--- src/rtl/core/tcp_header_parser_core_macros.svh ---
// Assertion macros shared by the TCP header parser RTL.
// Needs a clock named clk and an active-low reset named rst_n in the using module.
`ifndef TCP_HEADER_PARSER_CORE_MACROS_SVH
`define TCP_HEADER_PARSER_CORE_MACROS_SVH

// Same-cycle implication, checked outside reset.
`define TCPHP_ASSERT_NOW(lbl, ante, cons) \
  lbl: assert property (@(posedge clk) disable iff (!rst_n) (ante) |-> (cons)) \
    else $error("tcphp check failed");

// Next-cycle implication, checked outside reset.
`define TCPHP_ASSERT_NEXT(lbl, ante, cons) \
  lbl: assert property (@(posedge clk) disable iff (!rst_n) (ante) |=> (cons)) \
    else $error("tcphp check failed");

`endif

--- src/rtl/core/tcphp_pkg.sv ---
// Types and constants for the TCP header parser.
// Used by tcphp_step and tcp_header_parser_core; depends on nothing.
package tcphp_pkg;

  // Parse phase, one-hot.
  typedef enum logic [5:0] {
    PH_IDLE      = 6'b000001,
    PH_FIXED     = 6'b000010,
    PH_KIND      = 6'b000100,
    PH_LEN       = 6'b001000,
    PH_VAL_KNOWN = 6'b010000,
    PH_VAL_UNK   = 6'b100000
  } phase_t;

  // Record types on the result channel.
  typedef enum logic [3:0] {
    REC_BASE      = 4'd0,
    REC_EOL       = 4'd1,
    REC_NOP       = 4'd2,
    REC_MSS       = 4'd3,
    REC_WSCALE    = 4'd4,
    REC_SACK_PERM = 4'd5,
    REC_SACK_BLK  = 4'd6,
    REC_TSTAMP    = 4'd7,
    REC_UNK_HDR   = 4'd8,
    REC_UNK_BYTE  = 4'd9,
    REC_TRUNC     = 4'd10
  } rec_type_t;

  // Option kind codes.
  localparam logic [7:0] KIND_EOL    = 8'd0;
  localparam logic [7:0] KIND_NOP    = 8'd1;
  localparam logic [7:0] KIND_MSS    = 8'd2;
  localparam logic [7:0] KIND_WSCALE = 8'd3;
  localparam logic [7:0] KIND_SPERM  = 8'd4;
  localparam logic [7:0] KIND_SACK   = 8'd5;
  localparam logic [7:0] KIND_TSTAMP = 8'd8;

  // Fixed header layout.
  localparam logic [5:0] POS_SEQ      = 6'd4;
  localparam logic [5:0] POS_ACK      = 6'd8;
  localparam logic [5:0] POS_OFFSET   = 6'd12;
  localparam logic [5:0] POS_FIX_LAST = 6'd19;
  localparam logic [5:0] FIX_HDR_LEN  = 6'd20;

  // Running parser state.
  typedef struct packed {
    phase_t       phase;
    logic [5:0]   byte_pos;
    logic [5:0]   hdr_bytes;
    logic [31:0]  port_pair;
    logic [31:0]  seq_hold;
    logic [31:0]  ack_hold;
    logic [55:0]  misc_hold;
    logic [7:0]   cur_kind;
    logic [7:0]   cur_len;
    logic [7:0]   opt_cnt;
    logic [63:0]  accum;
  } state_t;

  localparam state_t STATE_RST = '{
    phase:     PH_IDLE,
    byte_pos:  6'd0,
    hdr_bytes: 6'd0,
    port_pair: 32'd0,
    seq_hold:  32'd0,
    ack_hold:  32'd0,
    misc_hold: 56'd0,
    cur_kind:  8'd0,
    cur_len:   8'd0,
    opt_cnt:   8'd0,
    accum:     64'd0
  };

  // One result record.
  typedef struct packed {
    rec_type_t    rtype;
    logic [15:0]  src_port;
    logic [15:0]  dst_port;
    logic [31:0]  word_a;
    logic [31:0]  word_b;
    logic [7:0]   flag_bits;
    logic [15:0]  window;
    logic [15:0]  urgent_ptr;
    logic [15:0]  checksum;
    logic [7:0]   length;
    logic [7:0]   option_kind;
    logic         last;
  } rec_t;

endpackage

--- src/rtl/core/tcphp_step.sv ---
// Next-state and record logic for one header byte of the TCP header parser.
// Depends on tcphp_pkg.
module tcphp_step (
  input  tcphp_pkg::state_t cur,
  input  logic [7:0]        data_byte,
  input  logic              segment_start,
  output tcphp_pkg::state_t nxt,
  output logic              emit,
  output tcphp_pkg::rec_t   rec
);

  tcphp_pkg::state_t s;
  logic [5:0]  pos;
  logic        final_byte;
  logic        complete;
  logic        len_ok;
  logic [7:0]  cnt_inc;
  logic [63:0] acc_sh;
  logic        cnt_done;

  always_comb begin
    s          = cur;
    pos        = cur.byte_pos;
    final_byte = 1'b0;
    complete   = 1'b0;
    len_ok     = 1'b0;
    cnt_inc    = cur.opt_cnt + 8'd1;
    acc_sh     = {cur.accum[55:0], data_byte};
    cnt_done   = ({1'b0, cnt_inc} + 9'd2) >= {1'b0, cur.cur_len};
    emit       = 1'b0;
    rec        = '0;

    // A start byte always opens a fresh header.
    if (segment_start) begin
      s       = tcphp_pkg::STATE_RST;
      s.phase = tcphp_pkg::PH_FIXED;
    end
    pos = s.byte_pos;

    if (s.phase == tcphp_pkg::PH_FIXED) begin
      // Shift the byte into the fixed-header field it belongs to.
      if (pos < tcphp_pkg::POS_SEQ) begin
        s.port_pair = {s.port_pair[23:0], data_byte};
      end else if (pos < tcphp_pkg::POS_ACK) begin
        s.seq_hold = {s.seq_hold[23:0], data_byte};
      end else if (pos < tcphp_pkg::POS_OFFSET) begin
        s.ack_hold = {s.ack_hold[23:0], data_byte};
      end else if (pos == tcphp_pkg::POS_OFFSET) begin
        s.hdr_bytes = {data_byte[7:4], 2'b00};
      end else begin
        s.misc_hold = {s.misc_hold[47:0], data_byte};
      end
      s.byte_pos = pos + 6'd1;

      // The last fixed byte releases the base record.
      if (pos == tcphp_pkg::POS_FIX_LAST) begin
        emit            = 1'b1;
        rec.rtype       = tcphp_pkg::REC_BASE;
        rec.src_port    = s.port_pair[31:16];
        rec.dst_port    = s.port_pair[15:0];
        rec.word_a      = s.seq_hold;
        rec.word_b      = s.ack_hold;
        rec.flag_bits   = s.misc_hold[55:48];
        rec.window      = s.misc_hold[47:32];
        rec.checksum    = s.misc_hold[31:16];
        rec.urgent_ptr  = s.misc_hold[15:0];
        rec.length      = {2'b00, s.hdr_bytes};
        rec.option_kind = 8'd0;
        rec.last        = (s.hdr_bytes <= tcphp_pkg::FIX_HDR_LEN);
        s.phase         = rec.last ? tcphp_pkg::PH_IDLE : tcphp_pkg::PH_KIND;
      end
    end else if (s.phase != tcphp_pkg::PH_IDLE) begin
      final_byte = ({1'b0, pos} + 7'd1) >= {1'b0, s.hdr_bytes};

      case (s.phase)
        tcphp_pkg::PH_KIND: begin
          s.cur_kind = data_byte;
          s.cur_len  = 8'd0;
          if (data_byte == tcphp_pkg::KIND_EOL) begin
            rec.rtype = tcphp_pkg::REC_EOL;
            s.cur_len = 8'd1;
            emit      = 1'b1;
            complete  = 1'b1;
          end else if (data_byte == tcphp_pkg::KIND_NOP) begin
            rec.rtype = tcphp_pkg::REC_NOP;
            s.cur_len = 8'd1;
            emit      = 1'b1;
            complete  = 1'b1;
          end else begin
            s.phase = tcphp_pkg::PH_LEN;
          end
        end

        tcphp_pkg::PH_LEN: begin
          // Known options must carry their exact length; SACK needs two plus a nonzero multiple of eight.
          len_ok = (s.cur_kind == tcphp_pkg::KIND_MSS    && data_byte == 8'd4)  ||
                   (s.cur_kind == tcphp_pkg::KIND_WSCALE && data_byte == 8'd3)  ||
                   (s.cur_kind == tcphp_pkg::KIND_SPERM  && data_byte == 8'd2)  ||
                   (s.cur_kind == tcphp_pkg::KIND_TSTAMP && data_byte == 8'd10) ||
                   (s.cur_kind == tcphp_pkg::KIND_SACK && data_byte > 8'd2 &&
                    data_byte[2:0] == 3'd2);
          s.cur_len = data_byte;
          s.opt_cnt = 8'd0;
          s.accum   = 64'd0;
          if (len_ok && s.cur_kind == tcphp_pkg::KIND_SPERM) begin
            rec.rtype = tcphp_pkg::REC_SACK_PERM;
            emit      = 1'b1;
            complete  = 1'b1;
          end else if (len_ok) begin
            s.phase = tcphp_pkg::PH_VAL_KNOWN;
          end else begin
            rec.rtype = tcphp_pkg::REC_UNK_HDR;
            emit      = 1'b1;
            if (data_byte <= 8'd2) begin
              complete = 1'b1;
            end else begin
              s.phase = tcphp_pkg::PH_VAL_UNK;
            end
          end
        end

        tcphp_pkg::PH_VAL_KNOWN: begin
          s.accum   = acc_sh;
          s.opt_cnt = cnt_inc;
          if (s.cur_kind == tcphp_pkg::KIND_MSS && cnt_inc == 8'd2) begin
            rec.rtype  = tcphp_pkg::REC_MSS;
            rec.word_a = {16'd0, acc_sh[15:0]};
            emit       = 1'b1;
            complete   = 1'b1;
          end else if (s.cur_kind == tcphp_pkg::KIND_WSCALE) begin
            rec.rtype  = tcphp_pkg::REC_WSCALE;
            rec.word_a = {24'd0, data_byte};
            emit       = 1'b1;
            complete   = 1'b1;
          end else if (s.cur_kind == tcphp_pkg::KIND_TSTAMP && cnt_inc == 8'd8) begin
            rec.rtype  = tcphp_pkg::REC_TSTAMP;
            rec.word_a = acc_sh[63:32];
            rec.word_b = acc_sh[31:0];
            emit       = 1'b1;
            complete   = 1'b1;
          end else if (s.cur_kind == tcphp_pkg::KIND_SACK && cnt_inc[2:0] == 3'd0) begin
            // Every eight value bytes make one SACK block.
            rec.rtype  = tcphp_pkg::REC_SACK_BLK;
            rec.word_a = acc_sh[63:32];
            rec.word_b = acc_sh[31:0];
            emit       = 1'b1;
            complete   = cnt_done;
          end
        end

        tcphp_pkg::PH_VAL_UNK: begin
          s.opt_cnt  = cnt_inc;
          rec.rtype  = tcphp_pkg::REC_UNK_BYTE;
          rec.word_a = {24'd0, data_byte};
          emit       = 1'b1;
          complete   = cnt_done;
        end

        default: begin
          emit = 1'b0;
        end
      endcase

      if (complete) begin
        s.phase = tcphp_pkg::PH_KIND;
      end
      s.byte_pos = pos + 6'd1;

      // The final header byte closes parsing; an open option is truncated.
      if (final_byte) begin
        if (!complete) begin
          rec.rtype  = tcphp_pkg::REC_TRUNC;
          rec.word_a = 32'd0;
          rec.word_b = 32'd0;
          emit       = 1'b1;
        end
        s.phase = tcphp_pkg::PH_IDLE;
      end
      rec.length      = s.cur_len;
      rec.option_kind = s.cur_kind;
      rec.last        = final_byte;
    end

    nxt = s;
  end

endmodule

--- src/rtl/core/tcp_header_parser_core.sv ---
// Top level of the TCP header parser: input register, step logic, result register.
// Depends on tcphp_pkg, tcphp_step and tcp_header_parser_core_macros.svh.
// A byte is held in the input register, runs through the step logic, and its record is loaded into the result register.
// Throughput: one header byte per cycle while the result side does not stall; the step logic is combinational.
// A stalled result holds the output register; the input register then fills and stalls.
// Reset (rst_n low, synchronous) empties both registers and puts the parser in idle.
`include "tcp_header_parser_core_macros.svh"

module tcp_header_parser_core (
  input  logic        clk,
  input  logic        rst_n,
  input  logic        in_valid,
  output logic        in_stall,
  input  logic [7:0]  in_data_byte,
  input  logic        in_segment_start,
  output logic        out_valid,
  input  logic        out_stall,
  output logic [3:0]  out_record_type,
  output logic [15:0] out_src_port,
  output logic [15:0] out_dst_port,
  output logic [31:0] out_word_a,
  output logic [31:0] out_word_b,
  output logic [7:0]  out_flag_bits,
  output logic [15:0] out_window,
  output logic [15:0] out_urgent_ptr,
  output logic [15:0] out_checksum,
  output logic [7:0]  out_length,
  output logic [7:0]  out_option_kind,
  output logic        out_last
);

  tcphp_pkg::state_t state_r;
  tcphp_pkg::state_t state_nxt;
  tcphp_pkg::rec_t   rec_nxt;
  tcphp_pkg::rec_t   out_rec_r;
  logic              s0_valid_r;
  logic [7:0]        s0_byte_r;
  logic              s0_start_r;
  logic              out_valid_r;
  logic              emit;
  logic              out_free;
  logic              advance;

  // The output register can load when empty or being drained this cycle.
  assign out_free = !out_valid_r || !out_stall;
  assign advance  = s0_valid_r && out_free;
  assign in_stall = s0_valid_r && !out_free;

  tcphp_step u_step (
    .cur           (state_r),
    .data_byte     (s0_byte_r),
    .segment_start (s0_start_r),
    .nxt           (state_nxt),
    .emit          (emit),
    .rec           (rec_nxt)
  );

  // Input register.
  always_ff @(posedge clk) begin
    if (!rst_n) begin
      s0_valid_r <= 1'b0;
    end else if (!in_stall) begin
      s0_valid_r <= in_valid;
    end
  end

  always_ff @(posedge clk) begin
    if (!in_stall && in_valid) begin
      s0_byte_r  <= in_data_byte;
      s0_start_r <= in_segment_start;
    end
  end

  // Parser state moves on once per processed byte.
  always_ff @(posedge clk) begin
    if (!rst_n) begin
      state_r <= tcphp_pkg::STATE_RST;
    end else if (advance) begin
      state_r <= state_nxt;
    end
  end

  // Result register.
  always_ff @(posedge clk) begin
    if (!rst_n) begin
      out_valid_r <= 1'b0;
    end else if (out_free) begin
      out_valid_r <= advance && emit;
    end
  end

  always_ff @(posedge clk) begin
    if (advance && emit) begin
      out_rec_r <= rec_nxt;
    end
  end

  assign out_valid       = out_valid_r;
  assign out_record_type = out_rec_r.rtype;
  assign out_src_port    = out_rec_r.src_port;
  assign out_dst_port    = out_rec_r.dst_port;
  assign out_word_a      = out_rec_r.word_a;
  assign out_word_b      = out_rec_r.word_b;
  assign out_flag_bits   = out_rec_r.flag_bits;
  assign out_window      = out_rec_r.window;
  assign out_urgent_ptr  = out_rec_r.urgent_ptr;
  assign out_checksum    = out_rec_r.checksum;
  assign out_length      = out_rec_r.length;
  assign out_option_kind = out_rec_r.option_kind;
  assign out_last        = out_rec_r.last;

  // The input side only stalls when both registers are occupied.
  `TCPHP_ASSERT_NOW(a_stall_full, in_stall, s0_valid_r && out_valid_r)
  // A record that completes the header leaves the parser idle.
  `TCPHP_ASSERT_NEXT(a_last_idle, advance && emit && rec_nxt.last,
    state_r.phase == tcphp_pkg::PH_IDLE)
  // A truncated record always completes the header.
  `TCPHP_ASSERT_NOW(a_trunc_last,
    out_valid_r && out_rec_r.rtype == tcphp_pkg::REC_TRUNC, out_rec_r.last)
  // Base records carry no option kind.
  `TCPHP_ASSERT_NOW(a_base_kind,
    out_valid_r && out_rec_r.rtype == tcphp_pkg::REC_BASE, out_rec_r.option_kind == 8'd0)

endmodule

--- config.mk ---
export PLATFORM = sky130hd
export DESIGN_NAME = tcp_header_parser_core
export DESIGN_NICKNAME = d
export VERILOG_FILES = /design/src/rtl/core/tcphp_pkg.sv /design/src/rtl/core/tcphp_step.sv /design/src/rtl/core/tcp_header_parser_core.sv
export VERILOG_INCLUDE_DIRS = /design/src /design/src/rtl/core
export SDC_FILE = /design/constraint.sdc
export NUM_CORES = 1
export LEC_CHECK = 0
export ABC_AREA = 1
export BUFFER_PORTS_ARGS = -buffer_cell sky130_fd_sc_hd__clkbuf_2
export CAP_MARGIN = 20
export CORE_MARGIN = 5
export CORE_UTILIZATION = 35
export CTS_CLUSTER_SIZE = 30
export DETAILED_ROUTE_END_ITERATION = 12
export MAX_ROUTING_LAYER = met4
export PLACE_DENSITY_LB_ADDON = 0.1
export SLEW_MARGIN = 20
export SYNTH_ARGS = -nofsm -noshare
export SYNTH_HDL_FRONTEND = slang
export SYNTH_SLANG_ARGS = --single-unit
--- constraint.sdc ---
create_clock -name clk -period 13 [get_ports clk]
set_input_delay 3.25 -clock clk [delete_from_list [all_inputs] [get_ports clk]]
set_output_delay 3.25 -clock clk [all_outputs]
set_load 0.005 [all_outputs]
After elaboration in Yosys (flattened, before gate mapping) --
Cells that the tools add are included.
Storage, ports and cells: logic and storage cells 173, bits in registers 442
Cells by class: equality and inequality tests 21, muxes and demuxes 86, $lt $le $gt $ge 8, reduce and logical (&&, ||, !) cells 27, add/sub/neg operators 4
Operators by type and width (number):
- 64-bit two-way mux | 6
- 88-bit two-way mux | 3
- 258-bit two-way mux | 1
- 32-bit two-way mux | 8
- 158-bit two-way mux | 1
- 137-bit two-way mux | 1
- 64-bit case mux with 2 select lines | 1
- 120-bit two-way mux | 1
- 56-bit two-way mux | 2
- 6-bit two-way mux | 13
- 32-bit case mux with 2 select lines | 1
- 8-bit by 2-bit equality test with 1-bit output (second input constant) | 5
- 4-bit two-way mux | 10
- 17-bit two-way mux | 2
- 8-bit case mux with 2 select lines | 2
- 8-bit by 3-bit equality test with 1-bit output (second input constant) | 3
- 8-bit by 4-bit equality test with 1-bit output (second input constant) | 3
- 12-bit two-way mux | 2
- 1-bit two-way mux | 23
- 8-bit two-way mux | 2
- 4-bit case mux with 4 select lines | 1
- 1-bit logical AND | 14
- 6-bit by 4-bit equality test with 1-bit output (second input constant) | 2
- 6-bit by 5-bit equality test with 1-bit output (second input constant) | 2
- other kinds (27) | 37

Logic depth before layout (Yosys ltp) --
Gate-level depths: netlist of run 1.
depth after elaboration 17, mapped depth 24, mapped depth without buffers 23

Modules after synthesis --
Synthesis of run 1 repeated with hierarchy kept, for this count alone.
Unflattened totals: cell total of the unflattened synthesis 3859, area total of the unflattened synthesis 26196.4 µm²
By module, submodules not included:
- tcp_header_parser_core | cells each 1888, times used 1, area an instance 17195.2 µm²
- tcphp_step | cells each 1971, times used 1, area an instance 9001.1 µm²

Worst setup path after synthesis of run 1 --
OpenSTA, ideal clock, no wires.
kind input port to flip-flop, start input port out_stall, end register out_rec_r, in the netlist out_checksum[0], enable pin, path buffers 0, arrival time 7.829 ns, library setup time 0.540 ns, stages on the path 7, slack 4.631 ns, cells stage by stage nand2_1 > inv_1 > nor2_1 > inv_1 > nor2_4 > nand2_1 > nand2_1
On the way: cells in the longest elaborated chain, start to end 4
RTL lines:
- start, declared | line tcp_header_parser_core.sv:17 | input logic out_stall,
- 1-bit logical NOT | line tcp_header_parser_core.sv:45 | assign out_free = !out_valid_r || !out_stall;
- 1-bit logical OR | line tcp_header_parser_core.sv:45
- 1-bit logical AND | line tcp_header_parser_core.sv:46 | assign advance = s0_valid_r && out_free;
- 1-bit logical AND | line tcp_header_parser_core.sv:93 | if (advance && emit) begin
- end signal, assigned | line tcp_header_parser_core.sv:94 | out_rec_r <= rec_nxt;
- end, declared | line tcp_header_parser_core.sv:35 | tcphp_pkg::rec_t out_rec_r;
No other way between the ends. A chain may end at the register's enable or synchronous reset.

Worst setup path after layout of run 1 --
start input port out_stall, end output port in_stall
On the way: cells in the longest elaborated chain, start to end 4
RTL lines:
- 1-bit logical NOT | line tcp_header_parser_core.sv:45
- 1-bit logical OR | line tcp_header_parser_core.sv:45
- 1-bit logical NOT | line tcp_header_parser_core.sv:47 | assign in_stall = s0_valid_r && !out_free;
- 1-bit logical AND | line tcp_header_parser_core.sv:47
- end, declared | line tcp_header_parser_core.sv:13 | output logic in_stall,
No other way between the ends.

==> out/results.ini, run 1 <==
[floorplan]
start_util_pct = 35.4
io_pins = 188
die_x_um = 258
fp.dieArea_um2 = 66400
die_h_um = 258
num_rows = 90
core_um2 = 60600

[place]
dp_slack_ps = 5400
numPortBuffers = 187
post-dp-hpwl_mm = 42.8
place_congestion = 0.824
placed_cell_area_um2 = 22700

[timing]
rsz0062_at_grt = no
finalWorstSetupSlack_ps = 5990
max_freq_mhz = 143
finalCritPeriodShare_pct = 53.9
period_needed_ps = 7010
report.final.slew_viol_count = 0
maxSlewHeadroom_pct = 24.7
fin_setup_tns_ps = 0
finalSetupViolations = 0
skew_ps = 16.8
worst_slew_pin_slew_ps = 1130
hold_viol = 0

[routing]
dr.pass1.iters = 6
antenna_left = 0
vias = 19400
drt_wl_total_mm = 69.1
routedWlPerCell_um = 19.3
drtIter0Drc = 1790
drcViolationCount = 0
routed_via_density = 5.42

[logic_synthesis]
seq_area_frac_synth_pct = 49.0
synth.distinct_cells = 49
syn_nets = 2734
synth-edff-count = 182
synth_ff_type = dfxtp_1
syn_area_um2 = 21500
syn_area_per_cell_um2 = 7.95
synthArstFlopShare_pct = 0
synthCells = 2701
yosys_warnings = 0
ys_seq_elements = 434

[grt]
grt_pass1_wl_mm = 106
grt_max_degree = 178
grt_pass1_vias = 18000
grt.overflow.total = 0
track_usage_pct = 20.4
antenna_found_initial = 2

[clock_network]
cts_resized = 0
cts_tree = built
clkSlewWorstSetupHoldPaths_ps = 60
cts_htree_levels = 2
clock_latency_ps = 600
clock-sinks = 434
numCtsBuffers = 49
cts_root_buf = clkbuf_16
post_cts_buffers = 0
holdBufCountCts = 0
ctsLongestPathBuffers = 3

[worst_setup_path]
r2r_start = s0_start_r$_DFFE_PP_
critPathMaxFanout = 3
start_kind = primary input
critPathLaunch = out_stall
cp.required_ps = 9750
endpoint_kind = primary output
path_class = primary input to primary output
crit_arrival_ps = 3760

[pwr]
powerDensity_nw_per_um2 = 137
peakVddDrop_v = 0.0000931
p_leak_nw = 9.30
p_total_w = 0.00334

[outcome]
status = finished, final reports clean

[layout]
multi_input_area_um2 = 9070
n_fill_cell = 6111
stdcell_area_um2 = 24500
area_growth_pct = 14.1
fin_nets = 2789
drive_above_1_share_pct = 12.9
seq_area_um2 = 10500

[worst_hold_path]
hp-class = flip-flop to flip-flop
min-delay-start = state_r[240]$_SDFFE_PN0P_

[job]
cap_viol_max_count = 0

-- cells in the final DEF, fill, tap and decap left out, types with 9 or more instances in the layout --
| cell type | n |
|---|---|
| nand2_1 | 504 |
| nand3_1 | 88 |
| ha_1 | 20 |
| dfxtp_1 | 252 |
| o21ai_0 | 224 |
| inv_2 | 10 |
| o211ai_1 | 41 |
| o21ai_1 | 25 |
| o21ai_2 | 21 |
| nor2_1 | 301 |
| clkbuf_2 | 187 |
| nand4_1 | 11 |
| clkbuf_16 | 51 |
| edfxtp_1 | 182 |
| o22ai_1 | 11 |
| nor2_4 | 9 |
| buf_4 | 20 |
| a21oi_1 | 329 |
| a221oi_1 | 102 |
| inv_1 | 252 |
| bufinv_16 | 9 |
| a31oi_1 | 31 |
-- sequential cells by signal, indices dropped and copies added (netlist names), 4 cells and up --
name and flops:
out_window 16, state_r 250, s0_byte_r 8, out_flag_bits 8, out_src_port 16, out_urgent_ptr 16, out_record_type 4, out_word_b 32
out_option_kind 8, out_dst_port 16, out_checksum 16, out_length 8, out_word_a 32
-- synthesized netlist by cell type, drive strengths merged (2+ instances only) --
master  number  share of area, %
clkinv       7              0.12
o21ai      270               6.7
o21a         6              0.21
inv        264               4.6
o221ai       4              0.16
a21oi      330               7.7
a32oi        2             0.082
a22oi        8              0.28
buf         49               1.6
nand3b       2             0.070
o32ai        5              0.20
nor4         2              0.13
nand2      513               9.1
xor2         8              0.33
clkbuf     156               2.7
a221oi     102               4.2
o211ai      41               1.4
nand3       89               2.1
o22ai       11              0.32
edfxtp     182                25
nor2       318               5.9
dfxtp      252                24
a31oi       31              0.90
nor3         8              0.21
ha          20               1.2
a211oi       3              0.15
nand4       13              0.48
-- worst max-delay path: stages --
cell and delay (ps):
clkbuf_2 80, nand2_1 130, nor2_1 160, clkbuf_2 140
-- path summary, 6_finish.rpt --
| kind | end | slack, ps | cells past startpoint |
|---|---|---|---|
| max | in_stall | 5990 | 4 |
| min | state_r[240]$_SDFFE_PN0P_ | 440 | 2 |
| max reg2reg | out_window[6]$_SDFFCE_PN0P_ | 6730 | 14 |
| min reg2reg | state_r[240]$_SDFFE_PN0P_ | 440 | 2 |
-- through the flow --
step,std cells,utilization [%],hold WS (ps)
finish,3581,40.4,444
global route,3581,40.4,475
CTS,3578,40.4,445
detailed placement,3486,37.5,436
global placement,3486,37.5,433
floorplan,2701,-,425
-- layer usage --
layer,global-route usage [%],share of wire [%],up-vias
met2,30.9,44,592
li1,-,-,9375
met4,5.58,2.5,0
met1,28.6,47,9321
met5,-,0,-
met3,3.20,5.7,106
-- report_power, final --
part / total, W / leakage, nW / internal, W / switching [W]
Sequential: 0.00149 / 4.00 / 0.00147 / 0.0000196
Combinational: 0.000335 / 4.47 / 0.0000817 / 0.000253
Clock: 0.00152 / 0.833 / 0.000918 / 0.000602
-- layout make-up --
type                            count  area share [%]
Antenna cell                        2          0.0204
Tap cell                          782            4.00
Clock buffer                       62            5.50
Clock inverter                     30            1.70
Timing Repair Buffer              209            4.63
Sequential cell                   434            42.9
Multi-Input combinational cell   1791            37.0
Inverter                          271            4.21
-- cell families after synthesis --
group	Yosys count	share of synthesized area, %
fa+ha+maj	20	1.17
simple gates	945	18.0
compound gates	817	22.5
buf+inv	476	9.04
flops	434	49.0
xor+xnor	9	0.367
(Power assumes the default switching activity.)
==> inputs of run 2 (changes only) <==
==> constraint.sdc (replaced) <==
create_clock -name clk -period 5.85 [get_ports clk]
set_input_delay 1.4625 -clock clk [delete_from_list [all_inputs] [get_ports clk]]
set_output_delay 1.4625 -clock clk [all_outputs]
set_load 0.005 [all_outputs]
==> run 2 against run 1 <==
Non-clock buffer count increased by 6. Setup slack got worse by 4600 ps. Core utilization grew 0.12 points. Sequential cell count did not move. Routed wire length decreased by 0.80%. Register-to-register slack got worse by 5300 ps. First-iteration DRC count decreased by 0.78%. Critical path depth up 9. Power increased by 120%. Final cell count is 0.22% higher. Highest routed layer unchanged.
==> out/results.ini, run 2 (synthesis results as in run 1) <==
[routing]
drtIter0Drc = 1776  ; -0.78%
routed_via_density = 5.36  ; -0.96%
drt_wl_total_mm = 68.6  ; -0.80%
drcViolationCount = 0  ; unchanged
routedWlPerCell_um = 19.1  ; -1.0%
vias = 19300  ; -0.74%
dr.pass1.iters = 6  ; unchanged
antenna_left = 0  ; unchanged

[floorplan]
core_um2 = 60600  ; unchanged
die_x_um = 258  ; unchanged
fp.dieArea_um2 = 66400  ; unchanged
io_pins = 188  ; unchanged
start_util_pct = 35.4  ; unchanged
die_h_um = 258  ; unchanged
num_rows = 90  ; unchanged

[layout]
area_growth_pct = 14.4
largest_register = state_r
drive_above_1_share_pct = 13.3  ; +0.42 points
mostFrequentLayoutCells = 504 x nand2_1, 329 x a21oi_1, 301 x nor2_1
post-route-util_pct = 40.5  ; +0.12 points
fin_nets = 2797  ; +0.29%
diodes = 0  ; -2
layout_commonest_cell = nand2_1
largest_reg_flops = 250  ; unchanged

[timing]
rsz0062_at_grt = no
finalWorstSetupSlack_ps = 1410  ; -4580 ps
finalSetupViolations = 0  ; unchanged
report.final.slew_viol_count = 0  ; unchanged
worst_slew_pin_slew_ps = 1040  ; -90.5 ps
finalCritPeriodShare_pct = 75.9
max_freq_mhz = 225
skew_ps = 37.0  ; +20.2 ps
fin_setup_tns_ps = 0  ; unchanged
maxSlewHeadroom_pct = 30.9  ; +6.2 points
hold_viol = 0  ; unchanged
period_needed_ps = 4440

[pwr]
p_total_w = 0.00741  ; +120%
powerDensity_nw_per_um2 = 302  ; +120%
peakVddDrop_v = 0.000214  ; +130%
p_leak_nw = 9.37  ; +0.76%

[grt]
grt_max_degree = 140  ; -21%
grt_pass1_wl_mm = 106  ; -0.47%
antenna_found_initial = 0  ; -2
grt_pass1_vias = 17800  ; -1.5%
grt.overflow.total = 0  ; unchanged
track_usage_pct = 20.3  ; -0.093 points

[worst_setup_path]
r2r_cells = 13  ; -1
critPathMaxFanout = 64  ; +61
worst_path_most_repeated_cell = nand2_1
slowest_delay_ps = 720  ; +560 ps
cp_slowest_cell = buf_4
crit_buf_inv = 4  ; +2
cp_top_family = buffers and inverters
r2r_start = s0_start_r$_DFFE_PP_
cp.required_ps = 6140  ; -3610 ps
path_class = flip-flop to flip-flop
critical_path.cell_chain = buf_4 > o21ai_2 > inv_2 > nand2_1 > nor3_2 > buf_4 > nand2_1 > nand2_1 > nor2_1 > nand3_1 > nand2_1 > nand2_8 > buf_4
crit_arrival_ps = 4730  ; +970 ps
r2r-end = out_word_b[31]$_DFFE_PP_
endpoint_kind = flip-flop
start_kind = flip-flop
rrSetupSlack_ps = 1410  ; -5320 ps

[place]
place_congestion = 0.858  ; +4.2%
dp_slack_ps = 936  ; -4460 ps
numPortBuffers = 187  ; unchanged
post-dp-hpwl_mm = 43.6  ; +1.8%

[job]
cap_viol_max_count = 0  ; unchanged

[clock_network]
holdBufCountCts = 0  ; unchanged
post_cts_buffers = 0  ; unchanged
clkSlewWorstSetupHoldPaths_ps = 60  ; about the same
ctsLongestPathBuffers = 3  ; unchanged
numCtsBuffers = 51  ; +4.1%
cts_tree = built
cts_root_buf = clkbuf_16
cts_htree_levels = 2  ; unchanged
clock_latency_ps = 620  ; +20 ps
cts_resized = 0  ; unchanged
clock-sinks = 434  ; unchanged

[worst_hold_path]
hp-class = flip-flop to flip-flop
hold-path-endpoint = state_r[241]$_SDFFE_PN0P_
min-delay-start = state_r[241]$_SDFFE_PN0P_
min_path_cells = 2  ; unchanged

[outcome]
status = finished, final reports clean

run 2: how the worst max path moves through the flow:
stage / from / to / slack [ps] / cells past startpoint
5_1_grt: s0_start_r$_DFFE_PP_ / out_dst_port[5]$_SDFFCE_PN0P_ / 1050 / 13
2_1_floorplan: s0_start_r$_DFFE_PP_ / out_checksum[0]$_SDFFCE_PN0P_ / 470 / 17
3_5_place_dp: out_stall / out_word_b[31]$_DFFE_PP_ / 940 / 9
3_3_place_gp: out_stall / out_word_b[31]$_DFFE_PP_ / 970 / 9
4_1_cts: s0_start_r$_DFFE_PP_ / out_word_b[16]$_DFFE_PP_ / 1390 / 11
6_report: s0_start_r$_DFFE_PP_ / out_word_b[31]$_DFFE_PP_ / 1410 / 13
run 2: layout make-up:
class | instances | area (um^2)
sequential | 434 | 10500
clock buffer | 61 | 1360
multi-input combinational | 1791 | 9080
fill | 6161 | 36000
timing repair buffer | 215 | 1190
clock inverter | 35 | 412
inverter | 271 | 1030
tap | 782 | 978
run 2: metrics by stage:
stage          std cells  cell area (um^2)  hold WS (ps)
2_1_floorplan       2701             21500           425
3_3_place_gp        3491             22700           436
3_5_place_dp        3491             22700           446
4_1_cts             3587             24500           453
5_1_grt             3589             24600           475
6_report            3589             24600           454
run 2: metal layers:
layer	routed length (um)	GRT usage (%)	share of wire, %	vias to the layer above
met5	0	-	0	-
met4	1710	5.28	2.5	0
met3	3810	2.71	5.6	98
met2	30600	30.2	45	622
met1	32500	29.4	47	9161
li1	-	-	-	9370
run 2: tightest hold or removal path, delay by kind of cell (launching register included):
kind / cells / cell delay, ps
AND/OR/NAND/NOR: 2 / 90
flip-flops: 1 / 320
run 2: report_power, final:
group / internal, W / switching (W)
Combinational: 0.000187 / 0.000552
Clock: 0.00199 / 0.00137
Sequential: 0.00326 / 0.0000461
Total: 0.00544 / 0.00197
